## src/hid_report_id_extractor_macros.svh

```systemverilog
// Assertion macros for the RTL file hid_report_id_extractor.sv.
`ifndef HID_REPORT_ID_EXTRACTOR_MACROS_SVH
`define HID_REPORT_ID_EXTRACTOR_MACROS_SVH

`ifndef ASSERT_OFF

`define HRID_ASSERT(lbl, clk_sig, rst_sig, prop, msg) \
  lbl: assert property (@(posedge clk_sig) disable iff (rst_sig) prop) else $error(msg);

`define HRID_ASSERT_IMPL(lbl, clk_sig, rst_sig, ante, cons, msg) \
  lbl: assert property (@(posedge clk_sig) disable iff (rst_sig) (ante) |-> (cons)) \
    else $error(msg);

`else

`define HRID_ASSERT(lbl, clk_sig, rst_sig, prop, msg)

`define HRID_ASSERT_IMPL(lbl, clk_sig, rst_sig, ante, cons, msg)

`endif

`endif

```

## src/hid_rid_pkg.sv

```systemverilog
package hid_rid_pkg;

  localparam logic [1:0] ITEM_TYPE_GLOBAL = 2'h1;
  localparam logic [3:0] TAG_REPORT_ID    = 4'h8;
  localparam logic [1:0] SIZE_CODE_FOUR   = 2'h3;
  localparam logic [4:0] MAX_IDS_RESET    = 5'd16;

  localparam int IN_DATA_W  = 8;
  localparam int OUT_DATA_W = 24;

  typedef enum logic [3:0] {
    ST_IDLE    = 4'b0001,
    ST_SCAN    = 4'b0010,
    ST_EMIT_RD = 4'b0100,
    ST_EMIT_LD = 4'b1000
  } seq_state_t;

endpackage

```

## src/hid_report_id_extractor.sv

```systemverilog
// Flow: each descriptor byte is taken in ST_IDLE; a Report ID data byte taken below the ID limit
//   is then scanned in ST_SCAN, one table entry compared per cycle on the table read port.
// No new byte is taken until the scan ends (s_axis_tready is high only in ST_IDLE); on the
//   last byte each result is read (ST_EMIT_RD), then loaded (ST_EMIT_LD) once the sink has room.
// Reset: synchronous on rst; parser state and ID count clear, max_ids becomes 16,
//   the ID table holds no valid entries and is never cleared.
`include "hid_report_id_extractor_macros.svh"

module hid_report_id_extractor #(
  parameter int MAX_REPORT_IDS = 16
) (
  input  logic                                clk,
  input  logic                                rst,
  input  logic                                cfg_wr_en,
  input  logic [4:0]                          cfg_wr_data,   // max_ids
  input  logic                                s_axis_tvalid,
  output logic                                s_axis_tready,
  input  logic [hid_rid_pkg::IN_DATA_W-1:0]   s_axis_tdata,  // [7:0] desc_byte
  input  logic                                s_axis_tlast,  // last_byte
  output logic                                m_axis_tvalid,
  input  logic                                m_axis_tready,
  // [7:0] rep_id, [11:8] id_index, [16:12] id_count, [23:17] zero
  output logic [hid_rid_pkg::OUT_DATA_W-1:0]  m_axis_tdata,
  output logic                                m_axis_tlast   // last_id
);
  import hid_rid_pkg::*;

  localparam int CW = $clog2(MAX_REPORT_IDS + 1);
  localparam int AW = (MAX_REPORT_IDS > 1) ? $clog2(MAX_REPORT_IDS) : 1;
  localparam int LW = (CW > 5) ? CW : 5;
  localparam logic [LW-1:0] MAX_L = LW'(MAX_REPORT_IDS);

  seq_state_t    state;
  logic [4:0]    max_ids;
  logic [2:0]    bytes_to_skip;
  logic          id_pending;
  logic [CW-1:0] found_count;
  logic [CW-1:0] ptr;
  logic          cmp_pending;
  logic          last_pend;
  logic [7:0]    cand;
  logic [7:0]    rd_data;
  logic [7:0]    id_table [MAX_REPORT_IDS];

  logic [7:0]    rep_id_q;
  logic [3:0]    id_index_q;
  logic [4:0]    id_count_q;
  logic          last_id_q;

  logic          in_xfer;
  logic [LW-1:0] lim;
  logic          at_limit;
  logic [1:0]    size_code;
  logic [2:0]    size;
  logic          scan_hit;
  logic          scan_more;
  logic          tbl_we;
  logic [CW:0]   ptr_inc;
  logic          out_free;
  logic          last_idx_ok;

  assign s_axis_tready = (state == ST_IDLE);
  assign in_xfer       = s_axis_tvalid && s_axis_tready;

  // Clamp the limit to the table depth.
  assign lim      = (LW'(max_ids) > MAX_L) ? MAX_L : LW'(max_ids);
  assign at_limit = LW'(found_count) >= lim;

  assign size_code = s_axis_tdata[1:0];
  assign size      = (size_code == SIZE_CODE_FOUR) ? 3'd4 : {1'b0, size_code};

  assign scan_hit  = cmp_pending && (rd_data == cand);
  assign scan_more = ptr < found_count;
  assign tbl_we    = (state == ST_SCAN) && !scan_hit && !scan_more &&
                     (LW'(found_count) < MAX_L);
  assign ptr_inc   = {1'b0, ptr} + 1'b1;
  assign out_free  = !m_axis_tvalid || m_axis_tready;

  // ID table: one write port, one registered read port shared by scan and emit.
  always_ff @(posedge clk) begin
    if (tbl_we) begin
      id_table[found_count[AW-1:0]] <= cand;
    end
    rd_data <= id_table[ptr[AW-1:0]];
  end

  always_ff @(posedge clk) begin
    if (rst) begin
      state         <= ST_IDLE;
      max_ids       <= MAX_IDS_RESET;
      bytes_to_skip <= '0;
      id_pending    <= 1'b0;
      found_count   <= '0;
      ptr           <= '0;
      cmp_pending   <= 1'b0;
      last_pend     <= 1'b0;
      m_axis_tvalid <= 1'b0;
    end else begin
      if (cfg_wr_en) begin
        max_ids <= cfg_wr_data;
      end
      // the emit load state owns valid while it is active
      if (m_axis_tready && state != ST_EMIT_LD) begin
        m_axis_tvalid <= 1'b0;
      end

      unique case (state)
        ST_IDLE: begin
          if (in_xfer) begin
            priority if (!at_limit && bytes_to_skip == 3'd0) begin
              bytes_to_skip <= size;
              id_pending    <= (s_axis_tdata[3:2] == ITEM_TYPE_GLOBAL) &&
                               (s_axis_tdata[7:4] == TAG_REPORT_ID) && (size != 3'd0);
            end else if (!at_limit) begin
              bytes_to_skip <= bytes_to_skip - 3'd1;
              id_pending    <= 1'b0;
            end else begin
              // ID limit reached: drop the byte
            end
            last_pend   <= s_axis_tlast;
            ptr         <= '0;
            cmp_pending <= 1'b0;
            if (!at_limit && bytes_to_skip != 3'd0 && id_pending) begin
              cand  <= s_axis_tdata[7:0];
              state <= ST_SCAN;
            end else if (s_axis_tlast) begin
              state <= ST_EMIT_RD;
            end
          end
        end

        ST_SCAN: begin
          priority if (scan_hit || !scan_more) begin
            if (tbl_we) begin
              found_count <= found_count + 1'b1;
            end
            ptr         <= '0;
            cmp_pending <= 1'b0;
            state       <= last_pend ? ST_EMIT_RD : ST_IDLE;
          end else begin
            // advance: compare this entry next cycle
            ptr         <= ptr_inc[CW-1:0];
            cmp_pending <= 1'b1;
          end
        end

        ST_EMIT_RD: begin
          state <= ST_EMIT_LD;
        end

        ST_EMIT_LD: begin
          if (out_free) begin
            m_axis_tvalid <= 1'b1;
            if (found_count == '0) begin
              rep_id_q    <= 8'd0;
              id_index_q  <= 4'd0;
              id_count_q  <= 5'd1;
              last_id_q   <= 1'b1;
            end else begin
              rep_id_q    <= rd_data;
              id_index_q  <= 4'(ptr);
              id_count_q  <= 5'(found_count);
              last_id_q   <= (ptr_inc == {1'b0, found_count});
            end
            if (found_count == '0 || ptr_inc == {1'b0, found_count}) begin
              found_count   <= '0;
              bytes_to_skip <= '0;
              id_pending    <= 1'b0;
              ptr           <= '0;
              state         <= ST_IDLE;
            end else begin
              ptr   <= ptr_inc[CW-1:0];
              state <= ST_EMIT_RD;
            end
          end
        end

        default: state <= ST_IDLE;
      endcase
    end
  end

  assign m_axis_tdata = {7'd0, id_count_q, id_index_q, rep_id_q};
  assign m_axis_tlast = last_id_q;

  assign last_idx_ok = (({1'b0, id_index_q} + 5'd1) == id_count_q);

  `HRID_ASSERT(a_count_bound, clk, rst, LW'(found_count) <= MAX_L, "ID count above depth")
  `HRID_ASSERT_IMPL(a_load, clk, rst, $rose(m_axis_tvalid), $past(state) == ST_EMIT_LD, "stray load")
  `HRID_ASSERT_IMPL(a_last_idx, clk, rst, m_axis_tvalid && m_axis_tlast, last_idx_ok, "last index")

endmodule

```

## config.mk

```make
export PLATFORM = sky130hd
export DESIGN_NAME = hid_report_id_extractor
export DESIGN_NICKNAME = d
export VERILOG_FILES = /design/src/hid_rid_pkg.sv /design/src/hid_report_id_extractor.sv
export VERILOG_INCLUDE_DIRS = /design/src /design/src/src
export SDC_FILE = /design/constraint.sdc
export NUM_CORES = 1
export LEC_CHECK = 0
export ABC_AREA = 1
export BUFFER_PORTS_ARGS = -buffer_cell sky130_fd_sc_hd__buf_4
export CORE_MARGIN = 3
export CORE_UTILIZATION = 35
export CTS_CLUSTER_SIZE = 24
export DETAILED_ROUTE_END_ITERATION = 8
export GPL_TIMING_DRIVEN = 0
export MAX_ROUTING_LAYER = met4
export PLACE_DENSITY = 0.61
export REMOVE_ABC_BUFFERS = 1
export SYNTH_ARGS = -nofsm -noshare
export SYNTH_HDL_FRONTEND = slang
export SYNTH_SLANG_ARGS = --single-unit
```

## constraint.sdc

```tcl
create_clock -name clk -period 3.3 [get_ports clk]
set_clock_uncertainty 0.15 [all_clocks]
set_input_delay 0.825 -clock clk [delete_from_list [all_inputs] [get_ports clk]]
set_output_delay 0.825 -clock clk [all_outputs]
set_load 0.05 [all_outputs]
```

### After elaboration in Yosys (flattened, before gate mapping)

Memory sizes are Yosys's and may differ from the RTL's. A register that Yosys moved wholly into a read port is not among the register bits.
Cells that the tools add are included.

| cells by class | value |
|---|---|
| add/sub/neg operators | 3 |
| bitwise operators | 1 |
| shift-type cells | 0 |
| divide/modulo/power cells | 0 |
| reduce and logical (&&, ||, !) cells | 34 |
| multiplexer cells | 40 |
| multipliers | 0 |
| equal/unequal tests | 17 |
| magnitude comparators | 4 |

Operator list:

| kind | number |
|---|---|
| $mux W5 | 9 |
| $mux W3 | 8 |
| $mux W4 | 5 |
| $pmux W4 S4 | 1 |
| $pmux W5 S3 | 1 |
| $mux W1 | 12 |
| $logic_and A1 B1 Y1 | 11 |
| $pmux W5 S2 | 1 |
| $reduce_and A5 Y1 | 2 |
| $reduce_bool A3 Y1 | 3 |
| $eq A4 B4 Y1 const B | 2 |
| $eq A8 B8 Y1 | 1 |
| $reduce_and A4 Y1 | 2 |
| $add A5 B1 Y6 const B | 1 |
| $eq A6 B5 Y1 | 1 |
| $ne A2 B2 Y1 const B | 3 |
| $pmux W3 S2 | 1 |
| $reduce_and A3 Y1 | 2 |
| $reduce_bool A2 Y1 | 3 |
| $add A5 B1 Y5 const B | 1 |
| $ge A5 B5 Y1 | 1 |
| $gt A5 B5 Y1 const B | 1 |
| $logic_not A5 Y1 | 1 |
| $lt A5 B5 Y1 | 1 |
| 17 further kinds | 25 |

| storage, ports and cells | value |
|---|---|
| ROM bits | 0 |
| flip-flop bits (word level) | 52 |
| memories | 1 |
| input port bits | 19 |
| latch bits | 0 |
| RAM bits | 128 |
| word-level logic and storage cells | 114 |
| output and inout bits | 27 |

Memory list:

| name | words | width | rd ports | clocked after memory_dff | wr ports | line | text |
|---|---|---|---|---|---|---|---|
| id_table | 16 | 8 | 1 | 1 | 1 | hid_report_id_extractor.sv:43 | `logic [7:0] id_table [MAX_REPORT_IDS];` |

### Logic depth before layout (Yosys ltp)

| logic depth | value |
|---|---|
| depth in word-level cells | 9 |
| depth in mapped cells | 15 |
| depth with buffers taken out | 14 |

### Worst setup path after synthesis

OpenSTA, ideal clock, no wires.

| path | value |
|---|---|
| kind | register to register |
| from | register ptr[0] |
| to | memory id_table[13][0] (enable) |
| data required time | 2.755 ns |
| clock period less this slack | 3.143 ns |
| setup slack | 0.157 ns |
| data arrival time | 2.599 ns |
| path buffers | 4 |
| cell stages (with the launch flop) | 12 |
| setup time | 0.395 ns |
| path through | dfxtp_1 > buf_2 > inv_1 > clkbuf_1 > buf_2 > ha_1 > inv_1 > nand4_1 > nand3_1 > nand4_2 > clkbuf_1 > nor4_1 |

| between the ends | value |
|---|---|
| word-level cells in the longest chain between the ends | 6 |

Ends and longest elaborated chain:

| what | line | text |
|---|---|---|
| start: declaration | hid_report_id_extractor.sv:38 | `logic [CW-1:0] ptr;` |
| start signal: assignment | hid_report_id_extractor.sv:142 | `ptr <= ptr_inc[CW-1:0];` |
| start signal: assignment | hid_report_id_extractor.sv:172 | `ptr <= ptr_inc[CW-1:0];` |
| $lt A5 B5 Y1 | hid_report_id_extractor.sv:73 | `assign scan_more = ptr < found_count;` |
| $logic_not A1 Y1 | hid_report_id_extractor.sv:74 | `assign tbl_we = (state == ST_SCAN) && !scan_hit && !scan_more &&` |
| $logic_and A1 B1 Y1 (2 in a row) | hid_report_id_extractor.sv:74 |  |
| $mux W1 | hid_report_id_extractor.sv:81 | `if (tbl_we) begin` |
| $mux W1 (not written as such) | hid_report_id_extractor.sv:82 | `id_table[found_count[AW-1:0]] <= cand;` |
| end: declaration | hid_report_id_extractor.sv:43 |  |

Every way passes these cells.

### Final worst setup path

| path | value |
|---|---|
| from | register ptr[0] |
| to | memory id_table[11][2] (enable) |

Same word-level chain as after synthesis.

==> results.md <==
- Drt drc: 0
- Max FO, Critical Path: 51
- CTS Hold Buffers Added: 0
- Final Max Tran Viols: 0
- Synth Cell Area: 8090 sq um
- PD cells: 521 nW/um^2
- DRT antenna net count: 0
- Vias in the first global route: 5260
- Setup crit end kind: flip-flop
- Drt first pass iters: 6
- Final setup vio count: 0
- Total track usage: 0.157
- Leak pwr: 3.40 nW
- Drt wl/cell: 17.2 um
- Layout fillers: 2083
- Worst hold path class: reg2reg
- Highest Clock Rate: 319 MHz
- Worst reg-to-reg path cell count: 10
- Final Hold Viols: 0
- Tcrit/Tclk final: 0.949
- Final Non-Filler Cells: 1065
- Initial antenna violation count: 0
- MaxCap Viol Count: 0
- Max VDD drop: 320 uV
- FP Rows: 54
- Synth warn: 0
- Num ports: 46
- Slew @ Worst Pin: 1.07 ns
- Hold path depth: 2
- DIE WIDTH: 158 um
- CP startpoint kind: flip-flop
- CTS tree: yes
- Critical path arrival: 3.04 ns
- Worst-Skew Late Latency: 0.43 ns
- Critical path class: reg2reg
- Setup TNS: 0 ns
- Total wire length: 18.4 mm
- Die span in y: 158 um
- Syn avg cell area: 10.9 sq um
- Syn Inst Count: 740
- Num CTS Buffers: 17
- Starting Density: 0.364
- Vias: 5588
- Core Region: 22200 sq um
- Design Area, Final: 9460 sq um
- Crit path time final: 3.13 ns
- Layout area overhead: 17.0%
- Worst slack at placement: -0.869 ns
- Clock Sinks: 188
- DP Wirelength: 11.9 mm
- Largest net degree at the start of global routing: 52
- ANT cells: 0
- Inst Count DP: 1031
- Worst EP required: 3.21 ns
- I/O Buffers: 38
- Distinct cells, synth: 37
- Die area: 25000 sq um
- Synth Register Bits: 188
- DR vias/cell: 5.25
- Gpl congestion: 0.822
- Post-layout net count: 808
- First-pass GRT wire length: 29.0 mm
- Status: completed
- Pwr Total: 4.93 mW
- H-tree depth: 4
- GR Overflow Total: 0
- Worst-case clock buffer depth: 2
- Share of cells above drive strength 1: 0.158
- DR iter-0 viols: 583
- Root Driver: clkbuf_16
- RSZ-0062 raised after global routing: no
- Worst-path clk slew: 0.07 ns
- DP Area: 8700 sq um
- Sequential share of the synthesized area: 0.656
- Max_slew headroom: 0.278
- Final Worst Setup Slack: 0.168 ns
state kept, by name, summed over array words and instances, names as in the netlist, 5 cells and up:
name and flops:
id_table 128, rd_data 8, cand 8, id_count_q 5
found_count 5, ptr 5, max_ids 5, rep_id_q 8
per-stage QoR:
stage	hold WS, ns	util
finish	0.313	0.426
global route	0.330	0.426
CTS	0.318	0.425
detailed placement	0.308	0.391
global placement	0.301	0.384
floorplan	0.285	-
worst max-delay path, stage by stage, from the launching register on:
cell and delay, ns:
dfxtp_4 0.47, buf_12 0.28, inv_2 0.28, buf_12 0.26
ha_1 0.19, inv_1 0.05, nand4_1 0.09, nand3_1 0.16
nand4_4 0.13, buf_12 0.20, nor3_4 0.44
path summary, 6_finish.rpt:
| check | start | to | slack [ns] |
|---|---|---|---|
| min | max_ids[0]$_SDFFE_PP0P_ | max_ids[0]$_SDFFE_PP0P_ | 0.31 |
| max | ptr[0]$_SDFFE_PP0P_ | id_table[11][2]$_DFFE_PP_ | 0.17 |
| min reg2reg | max_ids[0]$_SDFFE_PP0P_ | max_ids[0]$_SDFFE_PP0P_ | 0.31 |
| max reg2reg | ptr[0]$_SDFFE_PP0P_ | id_table[11][2]$_DFFE_PP_ | 0.17 |
placed cells by master, fill, tap and decap left out, types with 12 or more instances in the layout:
cell and count:
buf_4 46, clkbuf_16 17, ha_1 17, nand3_1 25, inv_1 60, o21ai_0 81
o221ai_1 21, nand2_1 82, a21oi_1 23, dfxtp_1 30, o211ai_1 12, nor2_1 113
edfxtp_1 154
final cells by class:
class	count	area, sq um	area share
clock buffer	18	429	0.0454
clock inverter	14	175	0.0185
inverter	69	259	0.0274
multi-input combinational	446	2520	0.266
sequential	188	5310	0.562
tap	280	350	0.0370
timing repair buffer	50	417	0.0440
cells in the mapped netlist:
cell type,n,area (sq um)
edfxtp_1,154,4620
nor2_1,114,428
nand2_1,82,308
o21ai_0,81,405
inv_1,61,229
dfxtp_1,34,681
clkbuf_1,26,97.6
nand3_1,25,125
a21oi_1,23,115
o221ai_1,21,184
ha_1,17,213
nor3_1,14,70.1
o211ai_1,12,90.1
o22ai_1,11,68.8
buf_4,9,67.6
nand4_1,9,56.3
inv_2,8,30.0
nor4_1,8,50.1
buf_2,7,35.0
nand2_2,4,25.0
nand3_2,2,20.0
nor3_2,2,20.0
nor3_4,2,32.5
a21oi_2,1,8.76
a22oi_1,1,7.51
buf_1,1,3.75
conb_1,1,3.75
nand2_4,1,11.3
nand3b_1,1,7.51
nand4_2,1,12.5
nor2_4,1,11.3
o2111ai_1,1,8.76
o21ai_1,1,5.00
o21ai_2,1,8.76
o21ba_2,1,10.0
o31ai_1,1,7.51
or2_2,1,6.26
cells by family (layout without fill, tap and decap cells):
kind of cell | count (synthesis) | after routing | share of synthesized area
buffers and inverters | 112 | 151 | 0.0572
other | 1 | 7 | 0.000464
adders and majority gates | 17 | 17 | 0.0263
DFF | 188 | 188 | 0.656
and+or+nand+nor | 267 | 267 | 0.146
AOI/OAI and AO/OA | 155 | 155 | 0.114
routing by layer:
layer  up-vias  GRT usage  wire length [um]
met5         -          -                 0
met2       184      0.234              8540
met1      2708      0.216              8440
met4         0     0.0471               313
met3        24     0.0353              1060
li1       2672          -                 -
what timing repair did:
action	CTS	global route
endpoints found under the setup margin	129	95
setup buffers	2	0
gates resized for setup	21	4
power by group:
part           switching (mW)  leakage, nW  internal (mW)
Combinational           0.172         1.44         0.0874
Sequential             0.0139         1.66           2.55
Clock                   0.845        0.294           1.26
Note: power is estimated with default switching activity, not from simulation.
